==> src/rtl/register_alu_with_nzcv_flags_unit_defines.svh <==
// Assertion macros for the register ALU with NZCV flags.
// Included by the RTL files that carry concurrent checks; depends on nothing.
`ifndef REGISTER_ALU_WITH_NZCV_FLAGS_UNIT_DEFINES_SVH
`define REGISTER_ALU_WITH_NZCV_FLAGS_UNIT_DEFINES_SVH
`ifndef SYNTHESIS
`define RNZ_CHECK_IMP(lbl, clk, rst_n, ante, cons) \
    lbl: assert property (@(posedge clk) disable iff (!(rst_n)) (ante) |-> (cons)) \
        else $error("check failed: lbl");
`define RNZ_CHECK_NXT(lbl, clk, rst_n, ante, cons) \
    lbl: assert property (@(posedge clk) disable iff (!(rst_n)) (ante) |=> (cons)) \
        else $error("check failed: lbl");
`else
`define RNZ_CHECK_IMP(lbl, clk, rst_n, ante, cons)
`define RNZ_CHECK_NXT(lbl, clk, rst_n, ante, cons)
`endif
`endif

==> src/rtl/rnz_pkg.sv <==
// Shared types and constants for the register ALU with NZCV flags.
// Used by every module of the block; depends on nothing.
package rnz_pkg;

    localparam int REG_COUNT_DEF  = 8;
    localparam int DATA_WIDTH_DEF = 32;
    localparam int IDX_W          = 3;
    localparam int IMM_W          = 32;
    localparam int QUEUE_DEPTH    = 2;

    typedef enum logic [2:0] {
        OP_ADD = 3'd0,
        OP_AND = 3'd1,
        OP_LSR = 3'd2,
        OP_LSL = 3'd3,
        OP_ORR = 3'd4,
        OP_SUB = 3'd5,
        OP_XOR = 3'd6,
        OP_MOV = 3'd7
    } t_op;

    // A decoded instruction as it travels from the front end to the execute side.
    typedef struct packed {
        t_op              op;
        logic             set_flags;
        logic             upd_cv;
        logic [IDX_W-1:0] dest_reg;
        logic             a_is_imm;
        logic [IDX_W-1:0] a_reg;
        logic [IMM_W-1:0] a_imm;
        logic             b_is_imm;
        logic [IDX_W-1:0] b_reg;
        logic [IMM_W-1:0] b_imm;
    } t_instr;

    typedef struct packed {
        logic n;
        logic z;
        logic c;
        logic v;
    } t_flags;

endpackage

==> src/rtl/rnz_front.sv <==
// Front end: takes instruction words from the input channel and classifies them.
// Depends on rnz_pkg; feeds rnz_queue.
module rnz_front (
    input  logic                     i_clk,
    input  logic                     i_rst_n,
    input  logic                     i_in_valid,
    output logic                     o_in_ready,
    input  logic [2:0]               i_operation,
    input  logic                     i_set_flags,
    input  logic [rnz_pkg::IDX_W-1:0] i_dest_reg,
    input  logic                     i_a_is_imm,
    input  logic [rnz_pkg::IDX_W-1:0] i_a_reg,
    input  logic [rnz_pkg::IMM_W-1:0] i_a_imm,
    input  logic                     i_b_is_imm,
    input  logic [rnz_pkg::IDX_W-1:0] i_b_reg,
    input  logic [rnz_pkg::IMM_W-1:0] i_b_imm,
    output logic                     o_dec_valid,
    input  logic                     i_dec_ready,
    output rnz_pkg::t_instr          o_dec_instr
);

    logic            r_vld;
    rnz_pkg::t_instr r_instr;
    rnz_pkg::t_instr n_instr;
    logic            take;

    assign o_in_ready = !r_vld || i_dec_ready;
    assign take       = i_in_valid && o_in_ready;

    always_comb begin
        n_instr           = '0;
        n_instr.op        = rnz_pkg::t_op'(i_operation);
        n_instr.set_flags = i_set_flags;
        // Only the arithmetic operations produce fresh carry and overflow.
        n_instr.upd_cv    = (n_instr.op == rnz_pkg::OP_ADD) || (n_instr.op == rnz_pkg::OP_SUB);
        n_instr.dest_reg  = i_dest_reg;
        n_instr.a_is_imm  = i_a_is_imm;
        n_instr.a_reg     = i_a_reg;
        n_instr.a_imm     = i_a_imm;
        n_instr.b_is_imm  = i_b_is_imm;
        n_instr.b_reg     = i_b_reg;
        n_instr.b_imm     = i_b_imm;
    end

    always_ff @(posedge i_clk) begin
        if (!i_rst_n) begin
            r_vld <= 1'b0;
        end else if (take) begin
            r_vld <= 1'b1;
        end else if (i_dec_ready) begin
            r_vld <= 1'b0;
        end
    end

    always_ff @(posedge i_clk) begin
        if (take) begin
            r_instr <= n_instr;
        end
    end

    assign o_dec_valid = r_vld;
    assign o_dec_instr = r_instr;

endmodule

==> src/rtl/rnz_queue.sv <==
// Short instruction queue that decouples the front end from the execute side.
// Depends on rnz_pkg for the instruction type and its depth.
module rnz_queue (
    input  logic            i_clk,
    input  logic            i_rst_n,
    input  logic            i_push_valid,
    output logic            o_push_ready,
    input  rnz_pkg::t_instr i_push_instr,
    output logic            o_pop_valid,
    input  logic            i_pop_ready,
    output rnz_pkg::t_instr o_pop_instr
);

    localparam int DEPTH = rnz_pkg::QUEUE_DEPTH;
    localparam int PW    = (DEPTH > 1) ? $clog2(DEPTH) : 1;
    localparam int CW    = $clog2(DEPTH + 1);

    rnz_pkg::t_instr r_slot [DEPTH];
    logic [PW-1:0]   r_wr_ptr;
    logic [PW-1:0]   r_rd_ptr;
    logic [CW-1:0]   r_count;
    logic            push;
    logic            pop;

    assign o_push_ready = (r_count != CW'(DEPTH));
    assign o_pop_valid  = (r_count != '0);
    assign push         = i_push_valid && o_push_ready;
    assign pop          = o_pop_valid && i_pop_ready;
    assign o_pop_instr  = r_slot[r_rd_ptr];

    always_ff @(posedge i_clk) begin
        if (!i_rst_n) begin
            r_wr_ptr <= '0;
            r_rd_ptr <= '0;
            r_count  <= '0;
        end else begin
            if (push) begin
                r_wr_ptr <= (r_wr_ptr == PW'(DEPTH - 1)) ? '0 : r_wr_ptr + 1'b1;
            end
            if (pop) begin
                r_rd_ptr <= (r_rd_ptr == PW'(DEPTH - 1)) ? '0 : r_rd_ptr + 1'b1;
            end
            if (push && !pop) begin
                r_count <= r_count + 1'b1;
            end else if (pop && !push) begin
                r_count <= r_count - 1'b1;
            end
        end
    end

    always_ff @(posedge i_clk) begin
        if (push) begin
            r_slot[r_wr_ptr] <= i_push_instr;
        end
    end

endmodule

==> src/rtl/rnz_back.sv <==
// Execute side: register file read stage, ALU, flags and the result register.
// Depends on rnz_pkg and the assertion macros header.
`include "register_alu_with_nzcv_flags_unit_defines.svh"
module rnz_back #(
    parameter int REG_COUNT  = rnz_pkg::REG_COUNT_DEF,
    parameter int DATA_WIDTH = rnz_pkg::DATA_WIDTH_DEF
) (
    input  logic                      i_clk,
    input  logic                      i_rst_n,
    input  logic                      i_ins_valid,
    output logic                      o_ins_ready,
    input  rnz_pkg::t_instr           i_ins,
    output logic                      o_out_valid,
    input  logic                      i_out_ready,
    output logic [rnz_pkg::IDX_W-1:0] o_written_reg,
    output logic [DATA_WIDTH-1:0]     o_result,
    output rnz_pkg::t_flags           o_flags
);

    localparam int AW  = (REG_COUNT > 1) ? $clog2(REG_COUNT) : 1;
    localparam int SHW = $clog2(DATA_WIDTH);

    // Register file storage; an entry not yet written reads as zero.
    logic [DATA_WIDTH-1:0] r_mem [REG_COUNT];
    logic [REG_COUNT-1:0]  r_valid;

    logic                  r_a_vld;
    rnz_pkg::t_instr       r_a_ins;
    logic [DATA_WIDTH-1:0] r_a_rda;
    logic [DATA_WIDTH-1:0] r_a_rdb;

    logic                      r_out_vld;
    logic [rnz_pkg::IDX_W-1:0] r_out_dst;
    logic [DATA_WIDTH-1:0]     r_out_res;
    rnz_pkg::t_flags           r_flags;
    rnz_pkg::t_flags           n_flags;

    logic                  out_free;
    logic                  exec;
    logic                  load;
    logic                  we;
    logic [AW-1:0]         w_addr;
    logic [AW-1:0]         ra_addr;
    logic [AW-1:0]         rb_addr;
    logic [DATA_WIDTH-1:0] opa;
    logic [DATA_WIDTH-1:0] opb;
    logic [DATA_WIDTH-1:0] opb_x;
    logic [DATA_WIDTH:0]   sum;
    logic                  is_sub;
    logic                  big_shift;
    logic [DATA_WIDTH-1:0] res;
    logic                  cout;
    logic                  ovf;

    function automatic logic in_range(input logic [rnz_pkg::IDX_W-1:0] idx);
        return 5'(idx) < 5'(REG_COUNT);
    endfunction

    assign out_free    = !r_out_vld || i_out_ready;
    assign exec        = r_a_vld && out_free;
    assign load        = i_ins_valid && (!r_a_vld || exec);
    assign o_ins_ready = !r_a_vld || exec;

    assign we      = exec && in_range(r_a_ins.dest_reg);
    assign w_addr  = AW'(r_a_ins.dest_reg);
    assign ra_addr = AW'(i_ins.a_reg);
    assign rb_addr = AW'(i_ins.b_reg);

    // ALU on the instruction held in the read stage.
    always_comb begin
        opa       = r_a_ins.a_is_imm ? DATA_WIDTH'(r_a_ins.a_imm) : r_a_rda;
        opb       = r_a_ins.b_is_imm ? DATA_WIDTH'(r_a_ins.b_imm) : r_a_rdb;
        is_sub    = (r_a_ins.op == rnz_pkg::OP_SUB);
        // Subtraction is A plus inverted B plus one, so carry out means no borrow.
        opb_x     = is_sub ? ~opb : opb;
        sum       = {1'b0, opa} + {1'b0, opb_x} + {{DATA_WIDTH{1'b0}}, is_sub};
        cout      = sum[DATA_WIDTH];
        ovf       = (opa[DATA_WIDTH-1] == opb_x[DATA_WIDTH-1]) &&
                    (sum[DATA_WIDTH-1] != opa[DATA_WIDTH-1]);
        big_shift = (opb >= DATA_WIDTH'(DATA_WIDTH));
        res       = '0;
        unique case (r_a_ins.op)
            rnz_pkg::OP_ADD: res = sum[DATA_WIDTH-1:0];
            rnz_pkg::OP_SUB: res = sum[DATA_WIDTH-1:0];
            rnz_pkg::OP_AND: res = opa & opb;
            rnz_pkg::OP_ORR: res = opa | opb;
            rnz_pkg::OP_XOR: res = opa ^ opb;
            rnz_pkg::OP_LSR: res = big_shift ? '0 : (opa >> opb[SHW-1:0]);
            rnz_pkg::OP_LSL: res = big_shift ? '0 : (opa << opb[SHW-1:0]);
            rnz_pkg::OP_MOV: res = opa;
        endcase
    end

    always_comb begin
        n_flags = r_flags;
        if (exec && r_a_ins.set_flags) begin
            n_flags.n = res[DATA_WIDTH-1];
            n_flags.z = (res == '0);
            if (r_a_ins.upd_cv) begin
                n_flags.c = cout;
                n_flags.v = ovf;
            end
        end
    end

    // Control state.
    always_ff @(posedge i_clk) begin
        if (!i_rst_n) begin
            r_a_vld   <= 1'b0;
            r_out_vld <= 1'b0;
            r_flags   <= '0;
            r_valid   <= '0;
        end else begin
            if (load) begin
                r_a_vld <= 1'b1;
            end else if (exec) begin
                r_a_vld <= 1'b0;
            end
            if (exec) begin
                r_out_vld <= 1'b1;
            end else if (i_out_ready) begin
                r_out_vld <= 1'b0;
            end
            r_flags <= n_flags;
            if (we) begin
                r_valid[w_addr] <= 1'b1;
            end
        end
    end

    always_ff @(posedge i_clk) begin
        if (we) begin
            r_mem[w_addr] <= res;
        end
    end

    // Read stage: registered reads with the write of the executing word
    // passed straight through, so a dependent word sees it at once.
    always_ff @(posedge i_clk) begin
        if (load) begin
            r_a_ins <= i_ins;
            if (!in_range(i_ins.a_reg)) begin
                r_a_rda <= '0;
            end else if (we && (w_addr == ra_addr)) begin
                r_a_rda <= res;
            end else if (!r_valid[ra_addr]) begin
                r_a_rda <= '0;
            end else begin
                r_a_rda <= r_mem[ra_addr];
            end
            if (!in_range(i_ins.b_reg)) begin
                r_a_rdb <= '0;
            end else if (we && (w_addr == rb_addr)) begin
                r_a_rdb <= res;
            end else if (!r_valid[rb_addr]) begin
                r_a_rdb <= '0;
            end else begin
                r_a_rdb <= r_mem[rb_addr];
            end
        end
    end

    always_ff @(posedge i_clk) begin
        if (exec) begin
            r_out_dst <= r_a_ins.dest_reg;
            r_out_res <= res;
        end
    end

    assign o_out_valid   = r_out_vld;
    assign o_written_reg = r_out_dst;
    assign o_result      = r_out_res;
    assign o_flags       = r_flags;

    `RNZ_CHECK_NXT(a_flags_kept, i_clk, i_rst_n, exec && !r_a_ins.set_flags, $stable(r_flags))
    `RNZ_CHECK_NXT(a_nz_match, i_clk, i_rst_n, exec && r_a_ins.set_flags, (r_flags.z == (r_out_res == '0)) && (r_flags.n == r_out_res[DATA_WIDTH-1]))
    `RNZ_CHECK_NXT(a_cv_kept, i_clk, i_rst_n, exec && r_a_ins.set_flags && !r_a_ins.upd_cv, (r_flags.c == $past(r_flags.c)) && (r_flags.v == $past(r_flags.v)))
    `RNZ_CHECK_IMP(a_stall_cause, i_clk, i_rst_n, r_a_vld && !exec, r_out_vld && !i_out_ready)

endmodule

==> src/rtl/register_alu_with_nzcv_flags_unit.sv <==
// Top level of the register ALU with NZCV flags.
// Depends on rnz_pkg, rnz_front, rnz_queue and rnz_back.
//
//   Channel | Handshake               | Word
//   --------+-------------------------+-----------------------------------------------
//   in      | i_in_valid / o_in_ready | operation, set_flags, dest_reg, operands
//   out     | o_out_valid/i_out_ready | written_reg, result_value, flag_n/z/c/v
//
// One instruction per clock is sustained while the output is taken; a word accepted
// at the input passes the input register, the queue, the register file read stage
// and the result register before it is valid at the output.
// A dependent instruction can follow directly: the register file write is passed
// through to the read stage in the same cycle.
// Reset clears the register file valid bits and the flags, so all registers read zero.
// A stalled output holds the execute side; the two-entry queue lets the front end
// keep accepting until it fills.
module register_alu_with_nzcv_flags_unit #(
    parameter int REG_COUNT  = rnz_pkg::REG_COUNT_DEF,
    parameter int DATA_WIDTH = rnz_pkg::DATA_WIDTH_DEF
) (
    input  logic        i_clk,
    input  logic        i_rst_n,
    input  logic        i_in_valid,
    output logic        o_in_ready,
    input  logic [2:0]  i_operation,
    input  logic        i_set_flags,
    input  logic [2:0]  i_dest_reg,
    input  logic        i_a_is_imm,
    input  logic [2:0]  i_a_reg,
    input  logic [31:0] i_a_imm,
    input  logic        i_b_is_imm,
    input  logic [2:0]  i_b_reg,
    input  logic [31:0] i_b_imm,
    output logic        o_out_valid,
    input  logic        i_out_ready,
    output logic [2:0]  o_written_reg,
    output logic [31:0] o_result_value,
    output logic        o_flag_n,
    output logic        o_flag_z,
    output logic        o_flag_c,
    output logic        o_flag_v
);

    logic                  dec_valid;
    logic                  dec_ready;
    rnz_pkg::t_instr       dec_instr;
    logic                  q_valid;
    logic                  q_ready;
    rnz_pkg::t_instr       q_instr;
    logic [DATA_WIDTH-1:0] result;
    rnz_pkg::t_flags       flags;

    rnz_front u_front (
        .i_clk       (i_clk),
        .i_rst_n     (i_rst_n),
        .i_in_valid  (i_in_valid),
        .o_in_ready  (o_in_ready),
        .i_operation (i_operation),
        .i_set_flags (i_set_flags),
        .i_dest_reg  (i_dest_reg),
        .i_a_is_imm  (i_a_is_imm),
        .i_a_reg     (i_a_reg),
        .i_a_imm     (i_a_imm),
        .i_b_is_imm  (i_b_is_imm),
        .i_b_reg     (i_b_reg),
        .i_b_imm     (i_b_imm),
        .o_dec_valid (dec_valid),
        .i_dec_ready (dec_ready),
        .o_dec_instr (dec_instr)
    );

    rnz_queue u_queue (
        .i_clk        (i_clk),
        .i_rst_n      (i_rst_n),
        .i_push_valid (dec_valid),
        .o_push_ready (dec_ready),
        .i_push_instr (dec_instr),
        .o_pop_valid  (q_valid),
        .i_pop_ready  (q_ready),
        .o_pop_instr  (q_instr)
    );

    rnz_back #(
        .REG_COUNT  (REG_COUNT),
        .DATA_WIDTH (DATA_WIDTH)
    ) u_back (
        .i_clk         (i_clk),
        .i_rst_n       (i_rst_n),
        .i_ins_valid   (q_valid),
        .o_ins_ready   (q_ready),
        .i_ins         (q_instr),
        .o_out_valid   (o_out_valid),
        .i_out_ready   (i_out_ready),
        .o_written_reg (o_written_reg),
        .o_result      (result),
        .o_flags       (flags)
    );

    assign o_result_value = 32'(result);
    assign o_flag_n       = flags.n;
    assign o_flag_z       = flags.z;
    assign o_flag_c       = flags.c;
    assign o_flag_v       = flags.v;

endmodule
==> config.mk <==
export PLATFORM = sky130hd
export DESIGN_NAME = register_alu_with_nzcv_flags_unit
export DESIGN_NICKNAME = d
export VERILOG_FILES = /design/src/rtl/rnz_pkg.sv /design/src/rtl/rnz_front.sv /design/src/rtl/rnz_queue.sv /design/src/rtl/rnz_back.sv /design/src/rtl/register_alu_with_nzcv_flags_unit.sv
export VERILOG_INCLUDE_DIRS = /design/src /design/src/rtl
export SDC_FILE = /design/constraint.sdc
export NUM_CORES = 1
export LEC_CHECK = 0
export BUFFER_PORTS_ARGS = -buffer_cell sky130_fd_sc_hd__buf_2
export CAP_MARGIN = 0
export CORE_ASPECT_RATIO = 0.7
export CORE_UTILIZATION = 40
export DETAILED_ROUTE_END_ITERATION = 8
export PLACE_DENSITY = 0.62
export SLEW_MARGIN = 20
export SYNTH_ARGS = -nofsm -noshare
export SYNTH_HDL_FRONTEND = slang
export SYNTH_SLANG_ARGS = --single-unit
==> constraint.sdc <==
create_clock -name i_clk -period 4.4 [get_ports i_clk]
set_input_delay 0.44 -clock i_clk [delete_from_list [all_inputs] [get_ports i_clk]]
set_output_delay 0.44 -clock i_clk [all_outputs]
set_load 0.02 [all_outputs]
Word level (Yosys, flattened, before mapping)

Memories as Yosys holds them, arrays and structs flattened. A register that Yosys moved wholly into a read port is not among the register bits.
Cells that the tools add are included.

Register bits: 272
RAM bits: 416
Output and inout bits: 41
Memories: 2

Add/subtract/negate cells: 6
Magnitude comparators: 5
Equality and inequality tests: 13
Shift operators: 2
Muxes and demuxes: 32
Bitwise operators: 5
Reductions and logical operators: 30

Memory list:

| name           | words | bits a word | rd ports | clocked after Yosys merged registers in | wr ports | RTL line        | RTL |
|---|---|---|---|---|---|---|---|
| u_back.r_mem   | 8     | 32          | 2        | 0                                       | 1        | rnz_back.sv:24  | `logic [DATA_WIDTH-1:0] r_mem [REG_COUNT];` |
| u_queue.r_slot | 2     | 80          | 1        | 1                                       | 1        | rnz_queue.sv:18 | `rnz_pkg::t_instr r_slot [DEPTH];` |

Operator list:

| kind                                                        | count |
|---|---|
| two-way mux 32 bit                                          | 9 |
| one-hot mux 32 bit (7 select lines)                         | 1 |
| adder 32 x 32 -> 33 bit                                     | 1 |
| adder 33 x 1 -> 33 bit                                      | 1 |
| AND 32 bit                                                  | 1 |
| >= comparator 32 x 6 -> 1 bit (second input constant)       | 1 |
| zero test 32 bit                                            | 1 |
| NOT 32 bit                                                  | 1 |
| bitwise OR 32 bit                                           | 1 |
| << shifter 32 x 5 -> 32 bit                                 | 1 |
| right shift 32 x 5 -> 32 bit                                | 1 |
| bitwise XOR 32 bit                                          | 1 |
| two-way mux 1 bit                                           | 17 |
| == test 3 bit (second input constant)                       | 5 |
| less-than comparator 3 x 4 -> 1 bit (second input constant) | 3 |
| logical AND 1 bit                                           | 11 |
| nonzero test 2 bit                                          | 5 |
| bitwise OR 8 bit                                            | 1 |
| binary-select mux 1 bit (select 3 bit)                      | 2 |
| == test 3 x 2 -> 1 bit (second input constant)              | 2 |
| == test 3 bit                                               | 2 |
| zero test 3 bit                                             | 2 |
| zero test 1 bit                                             | 5 |
| logical OR 1 bit                                            | 4 |
| 12 further kinds                                            | 14 |

Logic depth before layout (Yosys ltp)

Gate-level depths: netlist of the first run.

Word-level depth: 8
Gate-level depth with buffers: 23
Mapped depth without buffers: 17

Cells and area by module

Synthesis of the first run repeated with hierarchy kept, for this count alone.

Cells, all modules: 2601
Area total of the unflattened synthesis: 36337.4 µm²

Modules (own cells, without submodules):

| module    | times used | cells each | area each (µm²) |
|---|---|---|---|
| rnz_back  | 1          | 2241       | 27871.7 |
| rnz_queue | 1          | 273        | 5993.2 |
| rnz_front | 1          | 87         | 2472.4 |

Least setup slack after synthesis of the first run

No wires, ideal clock.

Kind: register to register
Start point: register u_back.r_a_ins[35] (netlist bit)
End point: register u_back.r_out_res[30] (netlist: u_back.o_result[30]), data pin
Data arrival time: 4.470 ns
Data required time: 4.098 ns
Setup slack: -0.372 ns
Stages on the path, launching flop included: 18
Buffers on the path: 5
Cell sequence: edfxtp_1 -> buf_6 -> clkbuf_1 -> buf_2 -> buf_1 -> mux2i_1 -> xor2_1 -> ha_1 -> clkbuf_1 -> a21oi_1 -> o21ai_0 -> or4_1 -> a31o_2 -> o2111ai_1 -> a31oi_1 -> a41o_1 -> nor4_1 -> inv_1

Longest elaborated chain between the ends: 6
Elaborated cells between the ends (all ways): 14
Those cells by class: 2 x add/sub; 1 x order compare; 2 x shift; 5 x mux; 4 x bitwise

RTL lines:

| item                                    | RTL line        | RTL |
|---|---|---|
| start, declared                         | rnz_back.sv:28  | `rnz_pkg::t_instr r_a_ins;` |
| start signal, assigned                  | rnz_back.sv:141 | `r_a_ins <= i_ins;` |
| two-way mux 32 bit (*)                  | rnz_back.sv:72  | `opb = r_a_ins.b_is_imm ? DATA_WIDTH'(r_a_ins.b_imm) : r_a_rdb;` |
| NOT 32 bit                              | rnz_back.sv:75  | `opb_x = is_sub ? ~opb : opb;` |
| two-way mux 32 bit                      | rnz_back.sv:75  |  |
| adder 32 x 32 -> 33 bit                 | rnz_back.sv:76  | `sum = {1'b0, opa} + {1'b0, opb_x} + {{DATA_WIDTH{1'b0}}, is_sub};` |
| adder 33 x 1 -> 33 bit                  | rnz_back.sv:76  |  |
| one-hot mux 32 bit (7 select lines) (*) | rnz_back.sv:82  | `unique case (r_a_ins.op)` |
| net u_back.res[30]                      | rnz_back.sv:51  | `logic [DATA_WIDTH-1:0] res;` |
| end signal, assigned                    | rnz_back.sv:166 | `r_out_res <= res;` |
| end, declared                           | rnz_back.sv:34  | `logic [DATA_WIDTH-1:0] r_out_res;` |

Mark *: on every way through the listed nets, which the timed path passes. The rest lies on a longest branch.
A chain may end at the register's enable or synchronous reset.

Worst setup path after layout of the first run

Start point: register u_back.r_a_ins[35] (netlist bit)
End point: register u_back.r_flags (netlist bit u_back.o_flags[2])

Longest elaborated chain between the ends: 7
Elaborated cells between the ends (all ways): 15
Those cells by class: 2 x add/sub; 1 x order compare; 2 x shift; 5 x mux; 4 x bitwise; 1 x reduce/logical

RTL lines:

| item                                    | RTL line        | RTL |
|---|---|---|
| two-way mux 32 bit (*)                  | rnz_back.sv:72  |  |
| NOT 32 bit                              | rnz_back.sv:75  |  |
| two-way mux 32 bit                      | rnz_back.sv:75  |  |
| adder 32 x 32 -> 33 bit                 | rnz_back.sv:76  |  |
| adder 33 x 1 -> 33 bit                  | rnz_back.sv:76  |  |
| one-hot mux 32 bit (7 select lines) (*) | rnz_back.sv:82  |  |
| zero test 32 bit (*)                    | rnz_back.sv:98  | `n_flags.z = (res == '0);` |
| end signal, assigned                    | rnz_back.sv:124 | `r_flags <= n_flags;` |
| end, declared                           | rnz_back.sv:35  | `rnz_pkg::t_flags r_flags;` |

Every way passes the cells marked *; elsewhere a longest branch is shown, timed or not.

==> impl_metrics.yaml, run 1 <==
placed_design:
  dpl-instance-area_um2: 41500
  dp_slack_ns: -0.229
  io_buffers: 123
  hpwl_um: 100000
  globalplace.congestion: 1.10
finish:
  area_delta_synth_final_pct: 22.2
  nFillCells: 8097
  top_register: "u_back.r_mem"
  largest_reg_flops: 256
  seq_area_um2: 20500
  drive_gt1_share_pct: 22.0
  fin_nets: 3984
  multi_input_area_um2: 15000
  design_area_um2: 44600
  final_core_util_pct: 49.4
floorplan:
  die_area_um2: 92500
  die_h_um: 255
  rows: 92
  core_area_um2: 90200
  start_util_pct: 40.5
  die_w_um: 363
  ios: 124
synthesis:
  synth_async_sr_flop_share_pct: 0
  synthFlopType: "edfxtp_1"
  synth.distinct_cells: 88
  netlist_area_um2: 36500
  avgSynthCellArea_um2: 11.0
  synth_warnings: 0
  synth_edf_count: 669
  synth_nets: 3501
  synth-seq-cells: 689
  netlist_instances: 3320
  ys_seq_area_share_pct: 56.1
power_and_ir_drop:
  power_switching_mw: 18.9
  peakVddDrop_v: 0.000933
  clockPowerShare_pct: 14.0
  finalPower_mw: 41.2
  p_seq_share_pct: 26.4
  p_comb_share_pct: 59.6
  power_density_nw_per_um2: 923
  internal_power_mw: 22.3
  p_leak_nw: 17.2
  p_sw_share_pct: 45.9
worst_setup_path:
  crit_chain: "buf_12, buf_6, or4b_2, nor4_1, o21bai_1, buf_4, nor2_1, buf_4, a311oi_1, buf_4, o32ai_1, buf_4, nor4_1, and4b_1, nand4_1, o21ai_1"
  crit_top_cell: "buf_4"
  reg2reg_to: "u_back.o_flags[2]"
  critPathLaunchType: "flop"
  slowest_delay_ns: 0.65
  critical_path_arrival_ns: 4.82
  cp-end-kind: "flop"
  crit_path_max_fanout: 17
  rrSetupSlack_ns: 0.09
  cp.required_ns: 4.91
  ff2ff_path_depth: 16
  worstReg2RegStart: "u_back.r_a_ins[35]"
  cpMaxStageDelayCell: "nor4_1"
  path_class: "flop to flop"
routing:
  drt_iter0_drc: 4078
  routed-via-count: 30405
  drt-total-wl_um: 141000
  viasPerCell: 5.99
  firstDrtPassIters: 6
  wire_per_inst_um: 27.8
  ant_nets: 0
  post-route-drc-count: 0
grt:
  grt_pass1_wl_um: 201000
  antenna_found_initial: 6
  grt_pass1_vias: 28440
  grt_usage_pct: 30.1
  gr-total-overflow: 0
  grt_max_degree: 125
sta:
  slew_viol_final: 0
  fin_crit_sh_pct: 97.9
  finalSetupViolCount: 0
  slew_headroom_pct: 14.6
  max_freq_mhz: 232
  worst_pin_slew_ns: 1.28
  setup-tns-final_ns: 0
  final.min_clock_period_ns: 4.31
  finClkSkew_ns: 0.0324
  hold_viol_final: 0
  fin_ws_ns: 0.0926
run:
  cap_violations: 0
hold_path:
  hold_depth: 3
  hold_class: "input port to flop"
  min_from: "i_in_valid"
  min_to: "u_front.o_dec_valid"
clocking:
  cts_tree: "built"
  cts_root_buffer: "clkbuf_16"
  clkSinkCount: 689
  cts_buffer_depth: 3
  htreeDepth: 3
  clk_pin_slew_ns: 0.06
  clock_insertion_delay_worst_skew_ns: 0.64
  numCtsBuffers: 68
status:
  outcome: "finished, final reports clean"
-- final cells by class --
type	instances	area share [%]
sequential	689	45.9
multi-input combinational	2283	33.5
timing repair buffer	645	11.2
clock buffer	93	4.16
tap	1222	3.43
inverter	116	0.996
clock inverter	30	0.735
antenna	2	0.0112
-- timing repair --
action                                 4_1_cts  5_1_grt
resized for setup                            3       35
setup endpoints to repair                   24       65
endpoints found under the hold margin       78        0
pin swaps                                    2        2
setup buffers                                2        1
hold buffers                                78        0
-- stage by stage --
step                      cells  hold WS [ns]
after floorplan            3320         0.421
after global placement     4874         0.423
after detailed placement   4874         0.429
after CTS                  5077        0.0194
after global routing       5078        0.0598
final                      5080        0.0627
-- routing by layer --
layer / up-vias / GRT usage (%) / routed length, um
li1: 13452 / - / -
met1: 15022 / 44.7 / 62700
met2: 1729 / 41.4 / 56900
met3: 196 / 9.92 / 18000
met4: 6 / 8.16 / 3460
met5: - / 0 / 42
-- worst max-delay path: cells and delay by family, from the launching register on --
kind,cells,cell delay (ns)
flip-flops,1,0.38
buffers and inverters,6,1.17
AO/OA/AOI/OAI,4,0.61
AND/OR/NAND/NOR,6,2.04
-- cell usage after synthesis, types with 6 or more instances --
library cell / n / share of area [%]
o221ai_1: 12 / 0.29
nand3_1: 160 / 2.2
a21boi_0: 7 / 0.14
edfxtp_1: 669 / 55
o31ai_1: 15 / 0.31
buf_1: 34 / 0.35
a31oi_1: 82 / 1.4
and3_1: 71 / 1.2
o211ai_1: 15 / 0.31
o21a_1: 19 / 0.39
nand2_1: 663 / 6.8
dfxtp_1: 20 / 1.1
nand2b_1: 12 / 0.21
a21o_1: 12 / 0.25
or3_1: 8 / 0.14
a22oi_1: 13 / 0.27
o21ai_0: 89 / 1.2
o22ai_1: 89 / 1.5
mux4_2: 10 / 0.62
buf_6: 8 / 0.25
a221oi_1: 29 / 0.70
a311oi_1: 71 / 1.7
or4_1: 7 / 0.14
nor4_1: 16 / 0.27
clkbuf_1: 163 / 1.7
nor3_1: 47 / 0.64
xnor2_1: 22 / 0.53
nor2_1: 146 / 1.5
nor2b_1: 6 / 0.10
mux2i_1: 166 / 4.6
o32ai_1: 9 / 0.22
a21oi_1: 76 / 1.0
and2_1: 16 / 0.27
mux2_2: 86 / 2.7
buf_2: 24 / 0.33
a211oi_1: 52 / 1.1
nand4_1: 17 / 0.29
ha_1: 97 / 3.3
xor2_1: 41 / 0.98
inv_1: 108 / 1.1
-- power groups by stage --
stage | Sequential, mW | Clock, mW | Combinational [mW]
finish | 10.9 | 5.76 | 24.6
global placement | 10.9 | 0 | 23.4
CTS | 10.8 | 5.86 | 23.6
floorplan | 10.4 | 0 | 12.4
detailed placement | 10.9 | 0 | 23.3
global route | 10.9 | 6.11 | 25.9
-- layout by cell type, fill, tap and decap left out, types with 85 or more instances in the layout --
cell type / count
ha_1: 97
nor2_1: 141
o22ai_1: 86
mux2i_1: 146
buf_2: 123
buf_4: 421
edfxtp_1: 669
inv_1: 101
o21ai_0: 85
nand2_1: 662
nand3_1: 160
-- cell families (layout without fill, tap and decap cells) --
| group | Yosys count | in the layout | synth area share [%] |
|---|---|---|---|
| XOR/XNOR | 63 | 63 | 1.51 |
| AND/OR/NAND/NOR | 1187 | 1187 | 14.2 |
| buffers and inverters | 348 | 884 | 3.86 |
| adder cells (fa/ha/maj) | 98 | 98 | 3.38 |
| multiplexers | 268 | 268 | 8.13 |
| other | 0 | 2 | 0 |
| AO/OA/AOI/OAI | 667 | 667 | 12.8 |
| flip-flops | 689 | 689 | 56.1 |
-- worst max-delay path by stage --
stage | start | end | slack, ns | cells after the start
floorplan | u_back.r_a_ins[35] | u_back.o_result[31] | 0.0006 | 20
global placement | u_back.r_a_ins[77] | u_back.r_mem[6][31] | -0.1 | 16
detailed placement | u_back.r_a_ins[35] | u_back.r_mem[6][31] | -0.23 | 16
CTS | u_back.r_a_ins[78] | u_back.r_mem[6][31] | 0.01 | 17
global route | u_back.r_a_ins[35] | u_back.r_mem[6][31] | -0.03 | 16
finish | u_back.r_a_ins[35] | u_back.o_flags[2] | 0.09 | 16
Power figures use the tool's default switching activity.
==> run 2, diff against run 1 <==
--- a/config.mk
+++ b/config.mk
@@ -8,7 +8,7 @@
 export LEC_CHECK = 0
 export BUFFER_PORTS_ARGS = -buffer_cell sky130_fd_sc_hd__buf_2
 export CAP_MARGIN = 0
-export CORE_ASPECT_RATIO = 0.7
+export CORE_ASPECT_RATIO = 1.5
 export CORE_UTILIZATION = 40
 export DETAILED_ROUTE_END_ITERATION = 8
 export PLACE_DENSITY = 0.62
==> constraint.sdc (replaced) <==
create_clock -name i_clk -period 3.9 [get_ports i_clk]
set_input_delay 0.39 -clock i_clk [delete_from_list [all_inputs] [get_ports i_clk]]
set_output_delay 0.39 -clock i_clk [all_outputs]
set_load 0.02 [all_outputs]
==> run 2 against run 1 <==
Compared with the run above:
- cell count increased by 1.1%
- the flow now finishes with violations (setup timing)
- clock power rose by 14%
- cell area increased by 3.9%
- global-route usage up 2.1 points
- non-clock buffer count grew 120
- wire length increased by 7.2%
- die area about the same
- largest cell class unchanged
- clock skew increased by 0.0040 ns
- clock-buffer cell count down 5
- register-to-register slack lost 0.30 ns
==> impl_metrics.yaml, run 2 (synthesized netlist as in run 1, its figures left out) <==
status:
  outcome: "complete, but fails checks"
  violations: "setup timing"
worst_setup_path:
  cp.required_ns: 4.47
  ff2ff_path_depth: 19
  path_class: "flop to flop"
  rrSetupSlack_ns: -0.21
  cp-end-kind: "flop"
  critPathLaunchType: "flop"
  reg2reg_to: "u_back.o_flags[2]"
  crit_path_max_fanout: 15
  worstReg2RegStart: "u_back.r_a_ins[35]"
  critical_path_arrival_ns: 4.68
floorplan:
  rows: 135
  die_h_um: 372
  die_w_um: 249
  die_area_um2: 92500
  start_util_pct: 40.4
  core_area_um2: 90400
  ios: 124
sta:
  fin_crit_sh_pct: 105
  rsz0062_at_grt: "yes"
  finalSetupViolCount: 25
  fin_hold_ws_ns: 0.0378
  fin_ws_ns: -0.208
  worst_pin_slew_ns: 1.24
  slew_viol_final: 0
  finClkSkew_ns: 0.0364
  final.min_clock_period_ns: 4.11
  slew_headroom_pct: 17.0
  hold_viol_final: 0
  max_freq_mhz: 243
routing:
  post-route-drc-count: 0
  routed-via-count: 31417
  viasPerCell: 6.12
  wire_per_inst_um: 29.4
  ant_nets: 0
  drt_iter0_drc: 3562
  firstDrtPassIters: 6
  drt-total-wl_um: 151000
hold_path:
  min_from: "i_in_valid"
  min_to: "u_front.o_dec_valid"
  hold_depth: 3
  hold_class: "input port to flop"
finish:
  drive_gt1_share_pct: 26.6
  design_area_um2: 46300
  fin_cells: 5136
  final_common_cell: "edfxtp_1"
  antennaDiodeCount: 0
  fin_nets: 4102
  nFillCells: 7856
  largest_reg_flops: 256
  area_delta_synth_final_pct: 26.9
  top_register: "u_back.r_mem"
  final_core_util_pct: 51.3
  final_cell_mix: "669 x edfxtp_1, 660 x nand2_1, 506 x buf_4, 160 x nand3_1, 138 x nor2_1"
grt:
  gr-total-overflow: 0
  grt_pass1_vias: 30432
  grt_max_degree: 128
  grt_pass1_wl_um: 212000
  antenna_found_initial: 5
  grt_usage_pct: 32.2
clocking:
  clkSinkCount: 689
  cts_buffer_depth: 3
  clk_pin_slew_ns: 0.08
  htreeDepth: 3
  numCtsBuffers: 66
  cts_root_buffer: "clkbuf_16"
  clock_insertion_delay_worst_skew_ns: 0.65
  cts_tree: "built"
placed_design:
  hpwl_um: 106000
  dpl-instance-area_um2: 42400
  globalplace.congestion: 1.13
  dpl.cell_count: 4914
  io_buffers: 123
power_and_ir_drop:
  p_leak_nw: 17.9
  peakVddDrop_v: 0.000612
  power_density_nw_per_um2: 1090
  finalPower_mw: 50.4
run:
  cap_violations: 0
==> run 2: repair_timing <==
item	CTS	global route
endpoints found under the setup margin	84	177
gates cloned	0	3
hold buffers	79	0
hold endpoints to repair	79	0
buffers inserted	6	16
gates resized for setup	46	121
pin swaps	8	36
==> run 2: routing by layer <==
metal / vias to the layer above / share of wire, % / track usage [%]
met4: 6 / 9.6 / 26.1
met3: 510 / 7.5 / 5.76
met2: 1762 / 49 / 55.1
met5: - / 0.024 / 0
li1: 13665 / - / -
met1: 15474 / 34 / 35.1
==> run 2: stage by stage <==
step / setup TNS (ns) / worst slack [ns]
floorplan: -6.64 / -0.324
global placement: -7.29 / -0.275
detailed placement: -9.18 / -0.297
CTS: -1.46 / -0.115
global route: -9.57 / -0.250
finish: -1.69 / -0.208
==> run 2: how the worst max path moves through the flow <==
stage	from	to	slack [ns]	cells after the start
after floorplan	u_back.r_a_ins[35]	u_back.r_a_rda[30]	-0.32	21
after global placement	u_back.r_a_ins[71]	u_back.o_flags[2]	-0.27	20
after detailed placement	u_back.r_a_ins[71]	u_back.o_flags[2]	-0.30	17
after CTS	u_back.r_a_ins[35]	u_back.o_flags[2]	-0.11	15
after global routing	u_back.r_a_ins[35]	u_back.r_a_rdb[30]	-0.25	18
final	u_back.r_a_ins[35]	u_back.o_flags[2]	-0.21	19
==> run 2: final cells by class <==
class / instances / area [um^2] / area share [%]
clock buffer: 88 / 1830 / 3.94
clock inverter: 31 / 349 / 0.753
inverter: 116 / 462 / 0.996
multi-input combinational: 2283 / 15600 / 33.6
sequential: 689 / 20500 / 44.2
tap: 1164 / 1460 / 3.14
timing repair buffer: 765 / 6190 / 13.4
==> run 2: critical path: stages (launching register included) <==
cell      delay [ns]
edfxtp_1        0.42
buf_6           0.15
buf_12          0.14
mux2i_4         0.19
buf_6           0.19
buf_4           0.21
nand2_1         0.26
buf_4           0.18
nor2_1          0.05
o311ai_1        0.24
buf_4           0.17
a31oi_1         0.14
o31ai_2         0.46
buf_4           0.20
inv_1           0.08
nor4_2          0.21
nand4_1         0.15
and4b_1         0.36
nand4_1         0.09
o21ai_1         0.13
==> run 2: where the power goes <==
| group | total [mW] | internal [mW] | leakage (nW) | switching, mW |
|---|---|---|---|---|
| clock | 6.54 | 3.73 | 1.06 | 2.81 |
| sequential | 12.3 | 11.0 | 6.42 | 1.27 |
| combinational | 31.6 | 12.4 | 10.4 | 19.1 |
| total | 50.4 | 27.2 | 17.9 | 23.2 |
